==> src/rtl/tolerant_binary_position_search_defines.svh <==
// Assertion macros shared by the tolerant binary position search RTL.
// Depends on nothing; included by the modules that carry assertions.
`ifndef TOLERANT_BINARY_POSITION_SEARCH_DEFINES_SVH
`define TOLERANT_BINARY_POSITION_SEARCH_DEFINES_SVH

// Same-cycle implication, disabled during reset.
`define TBPS_ASSERT_IMP(label, clk, rst, ante, cons, msg) \
   label: assert property (@(posedge clk) disable iff (rst) (ante) |-> (cons)) \
      else $error(msg);

// Next-cycle implication, disabled during reset.
`define TBPS_ASSERT_NXT(label, clk, rst, ante, cons, msg) \
   label: assert property (@(posedge clk) disable iff (rst) (ante) |=> (cons)) \
      else $error(msg);

`endif

==> src/rtl/tbps_pkg.sv <==
// Shared constants, types and the tolerance compare for the position search.
// Depends on nothing; imported by every module of the block.
package tbps_pkg;

   localparam int unsigned TBPS_TABLE_DEPTH = 1024;

   localparam int unsigned POS_W      = 16;
   localparam int unsigned IDX_W      = 10;
   localparam int unsigned CNT_CFG_W  = 11;
   localparam int unsigned TOL_W      = 16;
   localparam int unsigned CSR_ADDR_W = 3;
   localparam int unsigned CSR_DATA_W = 32;

   localparam logic [CNT_CFG_W-1:0] ENTRY_COUNT_RESET = '0;
   localparam logic [TOL_W-1:0]     TOLERANCE_RESET   = 16'd256;

   // Item action codes
   localparam logic ACT_WRITE  = 1'b0;
   localparam logic ACT_SEARCH = 1'b1;

   // Register select, taken from paddr bit 2
   localparam logic REG_ENTRY_COUNT = 1'b0;
   localparam logic REG_TOLERANCE   = 1'b1;

   typedef struct packed {
      logic [CNT_CFG_W-1:0] entry_count;
      logic [TOL_W-1:0]     tolerance;
   } cfg_type;

   // True when |pos - key| * 256 <= tol (tol is Q8.8)
   function automatic logic pos_within(logic signed [POS_W-1:0] pos,
                                       logic signed [POS_W-1:0] key,
                                       logic [TOL_W-1:0] tol);
      logic [POS_W:0] diff;
      logic [POS_W:0] mag;
      diff = {pos[POS_W-1], pos} - {key[POS_W-1], key};
      mag  = diff[POS_W] ? (~diff + 1'b1) : diff;
      return {mag, 8'b0} <= {9'b0, tol};
   endfunction

endpackage

==> src/rtl/tbps_csr.sv <==
// Configuration registers behind an APB-style port: entry count and tolerance.
// Depends on tbps_pkg.
module tbps_csr
   import tbps_pkg::*;
(
   input  logic                  clock,
   input  logic                  reset,
   input  logic                  psel,
   input  logic                  penable,
   input  logic                  pwrite,
   input  logic [CSR_ADDR_W-1:0] paddr,
   input  logic [CSR_DATA_W-1:0] pwdata,
   output logic [CSR_DATA_W-1:0] prdata,
   output logic                  pready,
   output cfg_type               cfg
);

   logic [CNT_CFG_W-1:0] entry_count_ff;
   logic [TOL_W-1:0]     tolerance_ff;
   logic                 wr_strobe;

   assign pready    = 1'b1;
   assign wr_strobe = psel && penable && pwrite && pready;

   always_ff @(posedge clock) begin
      if (reset) begin
         entry_count_ff <= ENTRY_COUNT_RESET;
         tolerance_ff   <= TOLERANCE_RESET;
      end else if (wr_strobe) begin
         case (paddr[2])
            REG_ENTRY_COUNT: entry_count_ff <= pwdata[CNT_CFG_W-1:0];
            REG_TOLERANCE:   tolerance_ff   <= pwdata[TOL_W-1:0];
            default: ;
         endcase
      end
   end

   always_comb begin
      case (paddr[2])
         REG_ENTRY_COUNT: prdata = CSR_DATA_W'(entry_count_ff);
         REG_TOLERANCE:   prdata = CSR_DATA_W'(tolerance_ff);
         default:         prdata = '0;
      endcase
   end

   assign cfg.entry_count = entry_count_ff;
   assign cfg.tolerance   = tolerance_ff;

endmodule

==> config.mk <==
export PLATFORM = sky130hd
export DESIGN_NAME = tbps_csr
export DESIGN_NICKNAME = d
export VERILOG_FILES = /design/src/rtl/tolerant_binary_position_search_defines.svh /design/src/rtl/tbps_pkg.sv /design/src/rtl/tbps_csr.sv
export SDC_FILE = /design/constraint.sdc
export NUM_CORES = 1
export LEC_CHECK = 0
export ABC_CLOCK_PERIOD_IN_PS = 1100
export BUFFER_PORTS_ARGS = -buffer_cell sky130_fd_sc_hd__buf_2
export CORE_UTILIZATION = 41
export CTS_CLUSTER_SIZE = 40
export DETAILED_ROUTE_END_ITERATION = 12
export GPL_TIMING_DRIVEN = 0
export PLACE_DENSITY = 0.9
export SYNTH_ARGS = -nofsm -noshare
export SYNTH_HDL_FRONTEND = slang
export SYNTH_SLANG_ARGS = --single-unit
==> constraint.sdc <==
create_clock -name clock -period 1.1 [get_ports clock]
set_input_delay 0.11 -clock clock [delete_from_list [all_inputs] [get_ports clock]]
set_output_delay 0.11 -clock clock [all_outputs]
set_load 0.005 [all_outputs]
==> impl_metrics.yaml <==
global_route:
  grt_max_degree: 16
  grt_usage: 0.173
  antenna_found_initial: 0
  overflow: 0
  grt_pass1_vias: 1056
  grt_pass1_wl_mm: 4.79
run_status:
  status: "finished with violations"
  violations: "negative setup slack"
layout:
  antenna_cells: 0
  fin_nets: 286
  fillers: 302
  layout-drive-gt1-share: 0.588
  syn_to_final_growth_pct: 45.6
  seqCellArea_um2: 573
  fin_util: 0.634
  multiInputGateArea_um2: 818
power_and_ir_drop:
  p_comb_frac: 0.183
  leakage_nw: 1.15
  power.density_nw_per_um2: 820
  power.total_mw: 1.76
  sequentialPowerShare: 0.576
  ir_drop_mv: 0.660
  p_switching_uw: 434
  clock_power_share: 0.241
  p_int_mw: 1.33
  p_sw_frac: 0.246
routing:
  wl_per_cell_um: 11.4
  drt_iter0_drc: 35
  drt_first_pass_iters: 2
  antenna_left: 0
  dr_total_vias: 1258
  vias_per_cell: 4.32
  drt_wl_total_mm: 3.32
  drc_errors: 0
clocking:
  cts_buffers: 3
  cts_tree: "built"
  htreeDepth: 1
  numClockSinks: 27
  cts_root_buf: "clkbuf_4"
  clk_pin_slew_ns: 0.15
  clk_latency_ns: 0.31
  clockBufferDepth: 2
yosys:
  synth.top_cells.by_area: "dfxtp_1 37%, mux2i_1 18%, nand2b_1 18%, buf_4 8.6%, mux2_2 8.4%"
  synth-edff-count: 0
  syn-cell-area_um2: 1480
  synth_ff_type: "dfxtp_1"
  synth_common_cells: "42 x nand2b_1, 27 x dfxtp_1, 27 x mux2i_1, 17 x buf_4, 11 x mux2_2"
  synth_cell_types: 15
  yosysTopAreaCell: "dfxtp_1"
  seq_area_frac_synth: 0.366
  yosysMostFrequentCell: "nand2b_1"
  synth_cells: 146
  synth_seq_cells: 27
  async_flop_share: 0
  synth.avg_cell_area_um2: 10.1
  ys_warn_count: 0
  synth_top_area_frac: 0.366
sta:
  finalHoldViolations: 0
  finalClockSkew_ns: 0
  fin_tns_setup_ns: -0.600
  setup_ws_ns: -0.0710
  setup_viol: 11
  hold_slack_ns: 0.0115
  fin_crit_ns: 1.17
  drv_slew: 0
  rsz0062_at_grt: "true"
  fmaxAchievable_ghz: 0.854
  timing.final.crit_share: 1.06
worst_setup_path:
  crit_path_start_kind: "flop"
  r2r_cells: 3
  cp.depth: 2
  worstPathCellList: "mux2_4 > buf_6"
  r2r_slack_ns: 0.37
  crit_path_top_delay_cell: "dfxtp_2"
  critPathTopFamily: "flip-flops"
  path_class: "flop to primary output"
  worstPathRequired_ns: 0.99
  crit_fanout: 3
  end_kind: "primary output"
  crit_arrival_ns: 1.06
  critPathMaxStageDelay_ns: 0.36
  critPathBufInv: 1
die:
  core_area_um2: 3390
  dieWidth_um: 62.0
  die-area_um2: 3850
  die_y_um: 62.0
  initial_core_util: 0.436
  io_pins: 100
  rows: 21
place:
  dp_hpwl_mm: 2.28
  place.gp.congestion: 0.720
  portBuffers: 64
min_path:
  min_path_type: "input pin to flop"
  whs_path_depth: 3
job:
  cap_violations: 0
==> per-stage QoR <==
step | cell area [um^2] | std cells | worst slack, ns
after floorplan | 1530 | 161 | 0.251
after global placement | 1910 | 271 | -0.0875
after detailed placement | 1910 | 271 | -0.0891
after CTS | 2080 | 291 | -0.0784
after global routing | 2150 | 291 | -0.113
final | 2150 | 291 | -0.0710
==> path summary, 6_finish.rpt <==
| kind | from | endpoint |
|---|---|---|
| setup reg to reg | tolerance_ff[8]$_SDFFE_PP1P_ | tolerance_ff[8]$_SDFFE_PP1P_ |
| setup / recovery | entry_count_ff[7]$_SDFFE_PP0P_ | prdata[7] |
| hold reg to reg | tolerance_ff[12]$_SDFFE_PP0P_ | tolerance_ff[12]$_SDFFE_PP0P_ |
| hold / removal | pwdata[15] | tolerance_ff[15]$_SDFFE_PP0P_ |
==> logic make-up (layout without fill, tap and decap cells) <==
family | count (synthesis) | count (layout) | synth area share
other cells | 2 | 17 | 0.00509
mux | 38 | 38 | 0.267
flops | 27 | 27 | 0.366
simple gates | 53 | 53 | 0.231
buf+inv | 26 | 110 | 0.130
==> power by group through the flow <==
stage	registers (mW)	clock network [mW]	logic, mW
after detailed placement	1.04	0	0.289
after global routing	1.02	0.492	0.363
final	1.02	0.424	0.323
after global placement	1.04	0	0.286
after floorplan	1.04	0	0.183
after CTS	1.01	0.445	0.312
==> flip-flops by register name, indices dropped and copies added (netlist names) <==
| signal | count |
|---|---|
| entry_count_ff | 11 |
| tolerance_ff | 16 |
==> worst register-to-register path, delay by kind of cell (launching register included) <==
family,cells,cell delay [ns]
multiplexers,1,0.07
AND/OR/NAND/NOR,1,0.09
flip-flops,1,0.34
buffers and inverters,1,0.13
==> metal layers <==
layer | share of wire | vias to the layer above | global-route usage
li1 | - | 642 | -
met1 | 0.41 | 572 | 0.202
met2 | 0.53 | 42 | 0.319
met3 | 0.056 | 2 | 0.0476
met4 | 0.0042 | 0 | 0.0286
met5 | 0 | - | 0
==> repair_timing <==
item                                    CTS  global route
resized for setup                        20            18
hold buffers                              0             0
setup buffers                            16             0
endpoints found under the setup margin   11            15
pin swaps                                 0             0
cloned                                    0             0
==> cells in the final DEF (no fill, tap or decap), drive strengths merged <==
cell type	netlist	routed
mux2i	27	27
clkinv	0	1
nand4	1	1
nand2b	42	42
mux2	11	11
and4b	1	1
and2	5	5
dfxtp	27	27
conb	2	17
clkbuf	4	7
buf	22	102
nor2	2	2
nand4b	1	1
and4	1	1
==> area by class of cell <==
class                      count  share of cell area
buffer                        26              0.0908
clock buffer                   3              0.0105
clock inverter                 1             0.00233
multi-input combinational    108               0.381
sequential                    27               0.267
tap                           46              0.0268
timing repair buffer          80               0.222
Power figures use the tool's default switching activity.
