$ cat src/rtl/tolerant_binary_position_search_defines.svh
// Assertion macros shared by the tolerant binary position search RTL.
// Depends on nothing; included by the modules that carry assertions.
`ifndef TOLERANT_BINARY_POSITION_SEARCH_DEFINES_SVH
`define TOLERANT_BINARY_POSITION_SEARCH_DEFINES_SVH

// Same-cycle implication, disabled during reset.
`define TBPS_ASSERT_IMP(label, clk, rst, ante, cons, msg) \
   label: assert property (@(posedge clk) disable iff (rst) (ante) |-> (cons)) \
      else $error(msg);

// Next-cycle implication, disabled during reset.
`define TBPS_ASSERT_NXT(label, clk, rst, ante, cons, msg) \
   label: assert property (@(posedge clk) disable iff (rst) (ante) |=> (cons)) \
      else $error(msg);

`endif

$ cat src/rtl/tbps_pkg.sv
// Shared constants, types and the tolerance compare for the position search.
// Depends on nothing; imported by every module of the block.
package tbps_pkg;

   localparam int unsigned TBPS_TABLE_DEPTH = 1024;

   localparam int unsigned POS_W      = 16;
   localparam int unsigned IDX_W      = 10;
   localparam int unsigned CNT_CFG_W  = 11;
   localparam int unsigned TOL_W      = 16;
   localparam int unsigned CSR_ADDR_W = 3;
   localparam int unsigned CSR_DATA_W = 32;

   localparam logic [CNT_CFG_W-1:0] ENTRY_COUNT_RESET = '0;
   localparam logic [TOL_W-1:0]     TOLERANCE_RESET   = 16'd256;

   // Item action codes
   localparam logic ACT_WRITE  = 1'b0;
   localparam logic ACT_SEARCH = 1'b1;

   // Register select, taken from paddr bit 2
   localparam logic REG_ENTRY_COUNT = 1'b0;
   localparam logic REG_TOLERANCE   = 1'b1;

   typedef struct packed {
      logic [CNT_CFG_W-1:0] entry_count;
      logic [TOL_W-1:0]     tolerance;
   } cfg_type;

   // True when |pos - key| * 256 <= tol (tol is Q8.8)
   function automatic logic pos_within(logic signed [POS_W-1:0] pos,
                                       logic signed [POS_W-1:0] key,
                                       logic [TOL_W-1:0] tol);
      logic [POS_W:0] diff;
      logic [POS_W:0] mag;
      diff = {pos[POS_W-1], pos} - {key[POS_W-1], key};
      mag  = diff[POS_W] ? (~diff + 1'b1) : diff;
      return {mag, 8'b0} <= {9'b0, tol};
   endfunction

endpackage

$ cat src/rtl/tbps_seq.sv
// Search sequencer: item intake, clamp check, bisection over the table, result register.
// Depends on tbps_pkg, the assertion macros and the table's registered read.
`include "tolerant_binary_position_search_defines.svh"
module tbps_seq
   import tbps_pkg::*;
#(
   parameter int unsigned TABLE_DEPTH = TBPS_TABLE_DEPTH
) (
   input  logic                             clock,
   input  logic                             reset,
   input  cfg_type                          cfg,
   input  logic                             req_valid,
   output logic                             req_stall,
   input  logic                             req_action,
   input  logic [IDX_W-1:0]                 req_entry_index,
   input  logic signed [POS_W-1:0]          req_entry_position,
   input  logic signed [POS_W-1:0]          req_search_key,
   output logic                             rsp_valid,
   input  logic                             rsp_stall,
   output logic                             rsp_found,
   output logic [IDX_W-1:0]                 rsp_match_index,
   output logic signed [POS_W-1:0]          rsp_match_position,
   output logic                             tbl_wr_en,
   output logic [$clog2(TABLE_DEPTH)-1:0]   tbl_wr_addr,
   output logic [POS_W-1:0]                 tbl_wr_data,
   output logic [$clog2(TABLE_DEPTH)-1:0]   tbl_rd_addr,
   input  logic signed [POS_W-1:0]          tbl_rd_data
);

   localparam int unsigned ADDR_W = $clog2(TABLE_DEPTH);
   localparam int unsigned CNT_W  = $clog2(TABLE_DEPTH + 1);
   localparam int unsigned PROD_W = TOL_W + CNT_W;
   localparam int unsigned KEY_W  = POS_W + 7;
   localparam int unsigned CMP_W  = (PROD_W > KEY_W) ? PROD_W : KEY_W;

   typedef enum logic [2:0] {
      S_IDLE,
      S_PREP,
      S_CLAMP,
      S_HIT,
      S_PROBE,
      S_LAST,
      S_DONE
   } state_type;

   state_type                state_ff, state_in;
   logic signed [POS_W-1:0]  key_ff, key_in;
   logic [CNT_W-1:0]         count_ff, count_in;
   logic [PROD_W-1:0]        prod_ff, prod_in;
   logic [CNT_W-1:0]         left_ff, left_in;
   logic [CNT_W-1:0]         right_ff, right_in;
   logic [ADDR_W-1:0]        mid_ff, mid_in;
   logic                     res_found_ff, res_found_in;
   logic [IDX_W-1:0]         res_index_ff, res_index_in;
   logic [POS_W-1:0]         res_pos_ff, res_pos_in;
   logic                     rsp_valid_ff, rsp_valid_in;
   logic                     rsp_found_ff, rsp_found_in;
   logic [IDX_W-1:0]         rsp_index_ff, rsp_index_in;
   logic [POS_W-1:0]         rsp_pos_ff, rsp_pos_in;

   logic                     accept;
   logic                     rsp_load;
   logic                     hit_now;
   logic                     go_left;
   logic [CNT_W-1:0]         mid_ext;
   logic [CNT_W-1:0]         count_m1;
   logic [CNT_W-1:0]         new_left;
   logic [CNT_W-1:0]         new_right;
   logic [CNT_W:0]           bound_sum;
   logic [ADDR_W-1:0]        new_mid;
   logic [CMP_W-1:0]         key_scaled;

   assign req_stall = (state_ff != S_IDLE);
   assign accept    = req_valid && !req_stall;

   // Table writes go straight through at the transfer edge
   assign tbl_wr_en   = accept && (req_action == ACT_WRITE)
                        && (32'(req_entry_index) < 32'(TABLE_DEPTH));
   assign tbl_wr_addr = ADDR_W'(req_entry_index);
   assign tbl_wr_data = req_entry_position;

   // Probe datapath on the registered table read
   assign hit_now    = pos_within(tbl_rd_data, key_ff, cfg.tolerance);
   assign go_left    = (tbl_rd_data > key_ff);
   assign mid_ext    = CNT_W'(mid_ff);
   assign count_m1   = count_ff - CNT_W'(1);
   assign new_left   = go_left ? left_ff : mid_ext;
   assign new_right  = go_left ? mid_ext : right_ff;
   assign bound_sum  = (CNT_W + 1)'(new_left) + (CNT_W + 1)'(new_right);
   assign new_mid    = ADDR_W'(bound_sum >> 1);
   assign key_scaled = CMP_W'({key_ff[POS_W-2:0], 8'b0});

   always_comb begin
      state_in     = state_ff;
      key_in       = key_ff;
      count_in     = count_ff;
      prod_in      = prod_ff;
      left_in      = left_ff;
      right_in     = right_ff;
      mid_in       = mid_ff;
      res_found_in = res_found_ff;
      res_index_in = res_index_ff;
      res_pos_in   = res_pos_ff;
      tbl_rd_addr  = mid_ff;
      rsp_load     = 1'b0;
      rsp_valid_in = rsp_valid_ff && rsp_stall;
      rsp_found_in = rsp_found_ff;
      rsp_index_in = rsp_index_ff;
      rsp_pos_in   = rsp_pos_ff;

      case (state_ff)
         S_IDLE: begin
            if (accept) begin
               key_in       = req_search_key;
               count_in     = (32'(cfg.entry_count) > 32'(TABLE_DEPTH))
                              ? CNT_W'(TABLE_DEPTH) : CNT_W'(cfg.entry_count);
               res_found_in = 1'b0;
               res_index_in = '0;
               res_pos_in   = '0;
               state_in     = (req_action == ACT_SEARCH) ? S_PREP : S_DONE;
            end
         end
         S_PREP: begin
            if (count_ff == '0) begin
               state_in = S_DONE;
            end else if (key_ff[POS_W-1] || (key_ff == '0)) begin
               mid_in      = '0;
               tbl_rd_addr = '0;
               state_in    = S_HIT;
            end else begin
               prod_in  = PROD_W'(cfg.tolerance) * PROD_W'(count_m1);
               state_in = S_CLAMP;
            end
         end
         S_CLAMP: begin
            if (key_scaled >= CMP_W'(prod_ff)) begin
               mid_in      = ADDR_W'(count_m1);
               tbl_rd_addr = ADDR_W'(count_m1);
               state_in    = S_HIT;
            end else begin
               left_in     = '0;
               right_in    = count_ff;
               mid_in      = ADDR_W'(count_ff >> 1);
               tbl_rd_addr = ADDR_W'(count_ff >> 1);
               state_in    = S_PROBE;
            end
         end
         S_HIT: begin
            res_found_in = 1'b1;
            res_index_in = IDX_W'(mid_ff);
            res_pos_in   = tbl_rd_data;
            state_in     = S_DONE;
         end
         S_PROBE: begin
            if (hit_now) begin
               res_found_in = 1'b1;
               res_index_in = IDX_W'(mid_ff);
               res_pos_in   = tbl_rd_data;
               state_in     = S_DONE;
            end else if ((new_left == left_ff) && (new_right == right_ff)) begin
               state_in = S_DONE;
            end else begin
               left_in     = new_left;
               right_in    = new_right;
               mid_in      = new_mid;
               tbl_rd_addr = new_mid;
               state_in    = (new_left < new_right) ? S_PROBE : S_LAST;
            end
         end
         S_LAST: begin
            if (hit_now) begin
               res_found_in = 1'b1;
               res_index_in = IDX_W'(mid_ff);
               res_pos_in   = tbl_rd_data;
            end
            state_in = S_DONE;
         end
         S_DONE: begin
            if (!rsp_valid_ff || !rsp_stall) begin
               rsp_load     = 1'b1;
               rsp_valid_in = 1'b1;
               rsp_found_in = res_found_ff;
               rsp_index_in = res_index_ff;
               rsp_pos_in   = res_pos_ff;
               state_in     = S_IDLE;
            end
         end
         default: begin
            state_in = S_IDLE;
         end
      endcase
   end

   always_ff @(posedge clock) begin
      if (reset) begin
         state_ff     <= S_IDLE;
         rsp_valid_ff <= 1'b0;
      end else begin
         state_ff     <= state_in;
         rsp_valid_ff <= rsp_valid_in;
      end
      key_ff       <= key_in;
      count_ff     <= count_in;
      prod_ff      <= prod_in;
      left_ff      <= left_in;
      right_ff     <= right_in;
      mid_ff       <= mid_in;
      res_found_ff <= res_found_in;
      res_index_ff <= res_index_in;
      res_pos_ff   <= res_pos_in;
      rsp_found_ff <= rsp_found_in;
      rsp_index_ff <= rsp_index_in;
      rsp_pos_ff   <= rsp_pos_in;
   end

   assign rsp_valid          = rsp_valid_ff;
   assign rsp_found          = rsp_found_ff;
   assign rsp_match_index    = rsp_index_ff;
   assign rsp_match_position = rsp_pos_ff;

   `TBPS_ASSERT_IMP(a_probe_in_interval, clock, reset, state_ff == S_PROBE,
      (mid_ext >= left_ff) && (mid_ext < right_ff), "probe index outside interval")
   `TBPS_ASSERT_IMP(a_last_closed, clock, reset, state_ff == S_LAST,
      left_ff == right_ff, "final check entered with open interval")
   `TBPS_ASSERT_IMP(a_hit_below_count, clock, reset, state_ff == S_HIT,
      mid_ext < count_ff, "clamp hit beyond entries in use")
   `TBPS_ASSERT_NXT(a_load_returns_idle, clock, reset, rsp_load,
      (state_ff == S_IDLE) && rsp_valid_ff, "result load did not return to idle")

endmodule

$ cat config.mk
export PLATFORM = sky130hd
export DESIGN_NAME = tbps_seq
export DESIGN_NICKNAME = d
export VERILOG_FILES = /design/src/rtl/tbps_pkg.sv /design/src/rtl/tbps_seq.sv
export VERILOG_INCLUDE_DIRS = /design/src /design/src/rtl
export SDC_FILE = /design/constraint.sdc
export NUM_CORES = 1
export LEC_CHECK = 0
export BUFFER_PORTS_ARGS = -buffer_cell sky130_fd_sc_hd__buf_2
export CAP_MARGIN = 10
export CORE_UTILIZATION = 44
export CTS_CLUSTER_DIAMETER = 150
export CTS_CLUSTER_SIZE = 30
export DETAILED_ROUTE_END_ITERATION = 10
export PLACE_DENSITY = 0.71
export SLEW_MARGIN = 20
export SYNTH_ARGS = -nofsm -noshare
export SYNTH_HDL_FRONTEND = slang
export SYNTH_SLANG_ARGS = --single-unit
export TNS_END_PERCENT = 5
$ cat constraint.sdc
create_clock -name clock -period 9.7 [get_ports clock]
set_input_delay 0.485 -clock clock [delete_from_list [all_inputs] [get_ports clock]]
set_output_delay 0.485 -clock clock [all_outputs]
set_load 0.02 [all_outputs]
==> flow_summary.toml, run 1 <==
[flow_run]
maxCapViolations = 0

[floorplanning]
core_area_sq_um = 32800
num_io_pins = 156
dieArea_sq_um = 34300
fp.dieH_um = 185
start_util_pct = 45.1
num_rows = 66
dieWidth_um = 185

[worst_setup_path]
required_ns = 9.87
regToRegStartpoint = "count_ff[4]"
crit_type = "reg -> reg"
r2r_cells = 21
path_cells = "or3_1, or4_1, nor4_1, xor2_1, and2_1, fa_1, fa_1, fa_1, fa_1, inv_1, fa_1, inv_1, ha_1, a21oi_1, o22ai_1, a21oi_1, nand2_1, a311oi_1, nor3_1, o41ai_1, xnor2_1"
cp-end-kind = "register"
slowest_delay_ns = 0.87
crit_path_frequent_cell = "fa_1"
rr_endpoint = "prod_ff[20]"
critical_path_arrival_ns = 8.06
crit_path_top_delay_cell = "xor2_1"
crit_fanout = 14
rrSetupSlack_ns = 1.81
cp-start-kind = "register"

[clocking]
cts_buffers = 17
tritoncts = "done"
post_cts_buffers = 0
root_buffer = "clkbuf_16"
h-tree-depth = 4
holdBufCountCts = 0
clk_latency_ns = 0.43
clk_path_buf_depth = 2
path_clk_slew_ns = 0.06
clock_sinks = 144
postCtsResizedCells = 0

[timing]
clock.fmax_mhz = 127
rsz0062_at_grt = "false"
fin_crit_sh_pct = 81.3
setup_tns_ns = 0
setup_ws_ns = 1.81
finalHoldViolCount = 0
max-slew-margin-rel_pct = 29.1
maxSlewViolCount = 0
fin_crit_ns = 7.89
worstMarginPinSlew_ns = 1.06
setup_viol = 0
clock_skew_ns = 0.0131

[global_routing]
globalRouteOverflowTotal = 0
gr-usage-all-layers_pct = 21.7
grt_pass1_wl_mm = 57.9
grt_pass1_vias = 11300
antenna_found_initial = 0
grt_max_degree = 30

[routing]
drt_iter0_drc = 739
post-route-drc-count = 0
via_per_inst = 5.49
drt-pass1-iter-count = 5
route.antenna.remaining_nets = 0
via_count = 11300
wl_mm = 35.8
wl_per_cell_um = 17.4

[hold_path]
hold_class = "in -> reg"
min-delay-start = "req_search_key[7]"
hold_depth = 1
whs_endpoint = "key_ff[7]"

[synthesis]
yosysSeqAreaShare_pct = 28.3
ys_top_cells_by_count = "inv_1, nand2_1, edfxtp_1"
synthDistinctLibCells = 86
synth_area_per_cell_sq_um = 9.51
synth.top_cell.area_share_pct = 26.4
synthesis.area_sq_um = 14800
synth_flop_cell = "edfxtp_1"
yosys.area.top_type = "edfxtp_1"
syn_nets = 1897
ys_warn_count = 0
async_flop_share_pct = 0
synth_seq_cells = 144
synth.area.top_cells = "edfxtp_1, fa_1, ha_1, inv_1, nand2_1"
netlist_instances = 1555
synth_edf_count = 130
yosysMostFrequentCell = "inv_1"

[finish]
drive_above_1_share_pct = 12.0
syn_to_final_growth_pct = 9.31
fin_area_sq_um = 16200
n_fill_cell = 3020
fin_nets = 1948
n_antenna_cell = 0

[placed_design]
place_ws_ns = 1.88
post_dp_cell_area_sq_um = 15500
finalWeightedCongestion = 0.912
port_buffers = 103
dp.final_hpwl_mm = 28.5

[status]
outcome = "complete, no violations"
## layout by cell type (no fill, tap or decap), types with 10 or more instances in the layout
| cell type | instances |
|---|---|
| a21oi_1 | 53 |
| mux2_2 | 13 |
| nor3_1 | 25 |
| and2_1 | 88 |
| edfxtp_1 | 130 |
| o21a_1 | 12 |
| o21ai_0 | 41 |
| dfxtp_1 | 14 |
| mux2i_1 | 16 |
| nor2_1 | 88 |
| xnor2_1 | 53 |
| ha_1 | 125 |
| a21o_1 | 11 |
| xor2_1 | 16 |
| nand3_1 | 23 |
| buf_4 | 11 |
| fa_1 | 127 |
| nand4_1 | 12 |
| buf_2 | 103 |
| nor2b_1 | 40 |
| clkbuf_16 | 17 |
| a211oi_1 | 10 |
| nand2_1 | 167 |
| nor4_1 | 12 |
| inv_1 | 230 |
## kinds of logic (layout without fill, tap and decap cells)
logic type,count (synthesis),count (layout),share of synthesized area (%)
buf+inv,313,377,8.89
simple gates,516,516,17.6
compound gates,229,229,11.1
fa+ha+maj,252,252,27.8
flops,144,144,28.3
mux,29,29,2.07
xor+xnor,72,72,4.26
## flip-flops by register name (all words and copies together) (netlist names), 11 cells and up
name and cells:
count_ff 11, key_ff 16, left_ff 11, prod_ff 27, res_pos_ff 16, right_ff 11, rsp_match_position 16
## metrics by stage
step	std cells	utilization (%)	hold slack, ns
floorplan	1555	-	0.400
global placement	2029	47.3	0.401
detailed placement	2029	47.4	0.405
CTS	2061	49.3	0.215
global route	2061	49.3	0.218
finish	2061	49.3	0.230
## critical path, delay by kind of cell (launching register included)
family          cells  cell delay, ns
simple gates        6            1.87
xor+xnor            2            0.98
buf+inv             2            0.09
compound gates      5            1.33
fa+ha+maj           6            2.89
flops               1            0.46
## cell type report
class	instances	area [sq um]	area share [%]
Sequential cell	144	4180	25.9
Clock inverter	15	201	1.25
Inverter	231	867	5.36
Timing Repair Buffer	114	598	3.70
Multi-Input combinational cell	1098	9330	57.7
Clock buffer	17	425	2.63
Tap cell	442	553	3.42
## worst max path at each step
stage                startpoint           to  slack, ns  depth (start not counted)
floorplan           count_ff[2]  prod_ff[25]       2.89                         22
global placement    count_ff[4]  prod_ff[25]       2.08                         22
detailed placement  count_ff[4]  prod_ff[20]       1.88                         21
CTS                 count_ff[4]  prod_ff[20]       1.85                         21
global route        count_ff[2]  prod_ff[20]       1.31                         21
finish              count_ff[4]  prod_ff[20]       1.81                         21
## per-layer routing
layer / GRT usage, % / vias up / routed length [um] / part of all wire (%)
met5: 0 / - / 0 / 0
met4: 6.25 / 0 / 714 / 2.0
met3: 2.87 / 49 / 1940 / 5.4
met2: 36.6 / 368 / 17400 / 49
met1: 29.0 / 5595 / 15800 / 44
li1: - / 5295 / - / -
Power of run 1 is left out: the tool's default activity adds up to more than one toggle a clock period on the data nets, which glitch-free logic cannot reach.
==> run 2: changes to the inputs <==
clock period = 7.9 ns   (was 9.7 ns; I/O delays follow)
==> run 2 against run 1 <==
Against the previous run:
- clock-buffer cell count unchanged
- global-route usage is 0.10 points higher
- maximum frequency increased by 5.6%
- worst hold slack worse by 0.088 ns
- cell area down 0.29%
- via count decreased by 0.23%
- core utilization is 0.14 points lower
- non-clock buffer count up 6
- die area did not move
- critical path type unchanged
==> flow_summary.toml, run 2 (synthesized netlist as in run 1, its figures left out) <==
[status]
outcome = "complete, no violations"

[hold_path]
min-delay-start = "req_search_key[6]"
hold_class = "in -> reg"

[timing]
fin_crit_sh_pct = 94.5
finalHoldViolCount = 0
clock_skew_ns = 0.0104
setup_tns_ns = 0
rsz0062_at_grt = "false"
max-slew-margin-rel_pct = 40.8
clock.fmax_mhz = 134
setup_viol = 0
worstMarginPinSlew_ns = 0.885
maxSlewViolCount = 0
fin_crit_ns = 7.47

[worst_setup_path]
startpoint = "count_ff[2]"
crit_path_frequent_cell = "fa_1"
crit_path_top_delay_cell = "fa_1"
regToRegStartpoint = "count_ff[2]"
critical_path_arrival_ns = 7.65
path_cells = "or3_1, or4_1, nor4_1, xor2_2, buf_4, and2_1, fa_1, fa_1, fa_1, fa_1, inv_1, fa_1, inv_1, ha_1, inv_1, o22ai_1, a21oi_1, nand2_1, a311oi_1, nor3_1, o41ai_1, xnor2_1"
cp-end-kind = "register"
required_ns = 8.08
cp.buffers_inverters = 4
crit_type = "reg -> reg"
slowest_delay_ns = 0.55
cp-start-kind = "register"
critPathTopFamily = "adder cells"
crit_fanout = 8

[clocking]
h-tree-depth = 4
path_clk_slew_ns = 0.07
root_buffer = "clkbuf_16"
tritoncts = "done"
clock_sinks = 144
clk_latency_ns = 0.43
cts_buffers = 17
clk_path_buf_depth = 2

[routing]
wl_mm = 36.0
wl_met3_mm = 1.84
drt-pass1-iter-count = 5
post-route-drc-count = 0
route.antenna.remaining_nets = 0
highest-signal-layer = "met4"
drt_iter0_drc = 707
wl_met2_mm = 17.9
met1Wirelength_mm = 15.5
via_count = 11300
wl_per_cell_um = 17.4
via_per_inst = 5.46

[finish]
drive_above_1_share_pct = 12.2
syn_to_final_growth_pct = 8.99
n_antenna_cell = 0
largest_register_ffs = 27
regMostFlops = "prod_ff"
fin_nets = 1954
mostFrequentLayoutCells = "inv_1, nand2_1, edfxtp_1, fa_1, ha_1"
n_fill_cell = 3013
final_common_cell = "inv_1"

[floorplanning]
fp.dieH_um = 185
core_area_sq_um = 32800
dieWidth_um = 185
dieArea_sq_um = 34300
num_rows = 66
num_io_pins = 156
start_util_pct = 45.1

[global_routing]
grt_max_degree = 28
globalRouteOverflowTotal = 0
antenna_found_initial = 0
grt_pass1_wl_mm = 58.1
gr-usage-all-layers_pct = 21.8
grt_pass1_vias = 11400

[flow_run]
maxCapViolations = 0

[placed_design]
port_buffers = 103
finalWeightedCongestion = 0.942
dp.final_hpwl_mm = 28.6
[run 2: final cells by class]
cell class                      instances  area [sq um]  area share (%)
Clock inverter                         15           126           0.784
Timing Repair Buffer                  120           643            3.99
Tap cell                              442           553            3.43
Inverter                              231           867            5.38
Multi-Input combinational cell       1098          9320            57.8
Clock buffer                           17           425            2.64
Sequential cell                       144          4180            26.0
[run 2: worst paths after layout]
check,endpoint,slack (ns),depth (start not counted)
setup / recovery,prod_ff[20],0.43,22
hold / removal,key_ff[6],0.14,1
setup reg to reg,prod_ff[20],0.43,22
hold reg to reg,rsp_match_position[13],0.42,0
[run 2: timing repair]
item | 4_1_cts | 5_1_grt
endpoints found under the setup margin | 0 | 1
gates resized for setup | 0 | 1
hold buffers | 0 | 0
buffers inserted | 0 | 0
[run 2: through the flow]
| stage | setup WS [ns] | cell area [sq um] | cells | hold slack, ns | utilization (%) |
|---|---|---|---|---|---|
| 2_1_floorplan | 1.09 | 14800 | 1555 | 0.400 | - |
| 3_3_place_gp | 0.596 | 15500 | 2035 | 0.401 | 47.4 |
| 3_5_place_dp | 0.374 | 15600 | 2035 | 0.405 | 47.5 |
| 4_1_cts | 0.329 | 16100 | 2067 | 0.129 | 49.1 |
| 5_1_grt | 0.0324 | 16100 | 2067 | 0.124 | 49.2 |
| 6_report | 0.433 | 16100 | 2067 | 0.142 | 49.2 |
[run 2: per-layer routing]
layer / vias up / track usage [%]
li1: 5315 / -
met1: 5536 / 27.6
met2: 369 / 38.3
met3: 61 / 2.91
met4: 0 / 6.68
met5: - / 0
[run 2: worst register-to-register path: stages (launching register included)]
cell and delay [ns]:
edfxtp_1 0.50, or3_1 0.46, or4_1 0.46, nor4_1 0.50
xor2_2 0.40, buf_4 0.24, and2_1 0.17, fa_1 0.46
fa_1 0.53, fa_1 0.53, fa_1 0.55, inv_1 0.06
fa_1 0.52, inv_1 0.04, ha_1 0.35, inv_1 0.11
o22ai_1 0.09, a21oi_1 0.23, nand2_1 0.13, a311oi_1 0.36
nor3_1 0.11, o41ai_1 0.31, xnor2_1 0.10
Power of run 2 is left out for the same reason.
==> run 3: changes to the inputs <==
CORE_MARGIN = 5   (was unset)
CORE_UTILIZATION = 38   (was 44)
GPL_TIMING_DRIVEN = 0   (was unset)
PLACE_DENSITY = 0.64   (was 0.71)
==> run 3 against run 2 <==
Against the previous run:
- critical path depth up 2
- via count up 1.8%
- highest routed layer is now met5
- global-route usage down 4.4 points
- non-clock buffer count up 96
- core utilization down 5.2 points
- critical endpoint unchanged
- maximum frequency down 2.1%
- routed wire length up 5.7%
- clock-buffer cell count up 1
==> flow_summary.toml, run 3 (synthesized netlist as in run 1, its figures left out) <==
[status]
outcome = "complete, no violations"

[global_routing]
grt_pass1_wl_mm = 60.9
antenna_found_initial = 3
use_met1_pct = 22.5
grt_max_degree = 28
top_usage_layer = "met2"
grt_pass1_vias = 11500
gr-usage-all-layers_pct = 17.4
met2_usage_pct = 29.6
globalRouteOverflowTotal = 0
globalRouteMet3Util_pct = 3.60

[timing]
setup_ws_ns = 0.276
fin_crit_ns = 7.62
max-slew-margin-rel_pct = 38.4
fin_crit_sh_pct = 96.5
clock_skew_ns = 0.0117
setup_viol = 0
worstMarginPinSlew_ns = 0.920
maxSlewViolCount = 0
finalHoldViolCount = 0
rsz0062_at_grt = "true"
clock.fmax_mhz = 131

[worst_setup_path]
crit_type = "reg -> reg"
cp-end-kind = "register"
required_ns = 8.06
regToRegStartpoint = "count_ff[4]"
rr_endpoint = "prod_ff[20]"
critical_path_arrival_ns = 7.78
rrSetupSlack_ns = 0.28
r2r_cells = 24
crit_fanout = 10
cp-start-kind = "register"
startpoint = "count_ff[4]"
crit_end = "prod_ff[20]"

[floorplanning]
core_area_sq_um = 38600
dieWidth_um = 207
num_io_pins = 156
start_util_pct = 38.4
fp.dieH_um = 207
dieArea_sq_um = 43000
num_rows = 72

[routing]
drt-pass1-iter-count = 5
wl_mm = 38.0
route.antenna.remaining_nets = 0
via_count = 11500
wl_per_cell_um = 17.0
drt_iter0_drc = 666
via_per_inst = 5.13
post-route-drc-count = 0

[finish]
regMostFlops = "prod_ff"
final_common_cell = "inv_1"
final_cells = 2241
drive_above_1_share_pct = 15.4
largest_register_ffs = 27
syn_to_final_growth_pct = 14.6
fin_area_sq_um = 16900
fin_nets = 2050
mostFrequentLayoutCells = "inv_1, nand2_1, buf_2, edfxtp_1, fa_1"
post-route-util_pct = 44.0

[clocking]
clock_sinks = 144
path_clk_slew_ns = 0.06
root_buffer = "clkbuf_16"
tritoncts = "done"
clk_latency_ns = 0.44
h-tree-depth = 4
holdBufCountCts = 0
cts_buffers = 17
clk_path_buf_depth = 2

[placed_design]
place_inst = 2201
place_ws_ns = -0.630
finalWeightedCongestion = 0.910
dp.final_hpwl_mm = 31.3
port_buffers = 126
post_dp_cell_area_sq_um = 16200

[hold_path]
hold_class = "in -> reg"

[flow_run]
maxCapViolations = 0
-- run 3: changes by cell type in the layout (fill, tap and decap cells not counted), moves of 3 or more --
cell and change:
clkbuf_1 +40, buf_6 +3, buf_4 +19, bufinv_16 +3
buf_2 +28, xnor2_4 +3, xnor2_1 -4, clkbuf_2 +5
-- run 3: worst max-delay path, stage by stage, from the launching register on --
cell and delay, ns:
edfxtp_1 0.51, or3_1 0.47, or4_1 0.48, nor3_1 0.23, nand2_1 0.21, xnor2_4 0.30
buf_2 0.29, nand2_1 0.11, fa_1 0.53, fa_1 0.54, inv_1 0.05, fa_1 0.46
fa_1 0.51, inv_1 0.05, fa_1 0.53, inv_1 0.04, ha_1 0.33, a21oi_1 0.27
o22ai_1 0.12, a21oi_1 0.27, nand2_1 0.15, a311oi_2 0.32, nor3_1 0.14, o41ai_2 0.25
xnor2_1 0.16
-- run 3: repair_timing --
item | CTS | global route
buffers inserted | 0 | 6
setup endpoints to repair | 8 | 7
hold endpoints to repair | 0 | 0
pin swaps | 0 | 2
resized for setup | 9 | 17
-- run 3: per-stage QoR --
| step | hold slack (ns) | TNS [ns] |
|---|---|---|
| global route | 0.114 | -0.145 |
| global placement | 0.401 | -3.08 |
| CTS | 0.110 | 0 |
| floorplan | 0.400 | 0 |
| finish | 0.130 | 0 |
| detailed placement | 0.405 | -3.19 |
-- run 3: how the worst min path moves through the flow --
stage,from,endpoint,cells after the start
detailed placement,res_index_ff[8],rsp_match_index[8],0
global placement,res_index_ff[9],rsp_match_index[9],0
global route,req_search_key[2],key_ff[2],1
CTS,cfg[26],count_ff[10],1
finish,cfg[26],count_ff[10],1
floorplan,res_found_ff,rsp_found,0
-- run 3: per-layer routing --
layer	vias up	wire length, um	share of wire [%]
li1	5503	-	-
met1	5609	16600	44
met2	313	18500	49
met3	59	2060	5.4
met4	2	841	2.2
met5	-	13	0.034
-- run 3: area by class of cell --
class                           instances  area, sq um
Antenna cell                            2         5.00
Buffer                                 82          455
Clock buffer                           18          429
Clock inverter                         14          183
Fill cell                            3745        21600
Inverter                              231          871
Multi-Input combinational cell       1098         9440
Sequential cell                       144         4180
Tap cell                              518          648
Timing Repair Buffer                  134          731
Power of run 3 is left out for the same reason.
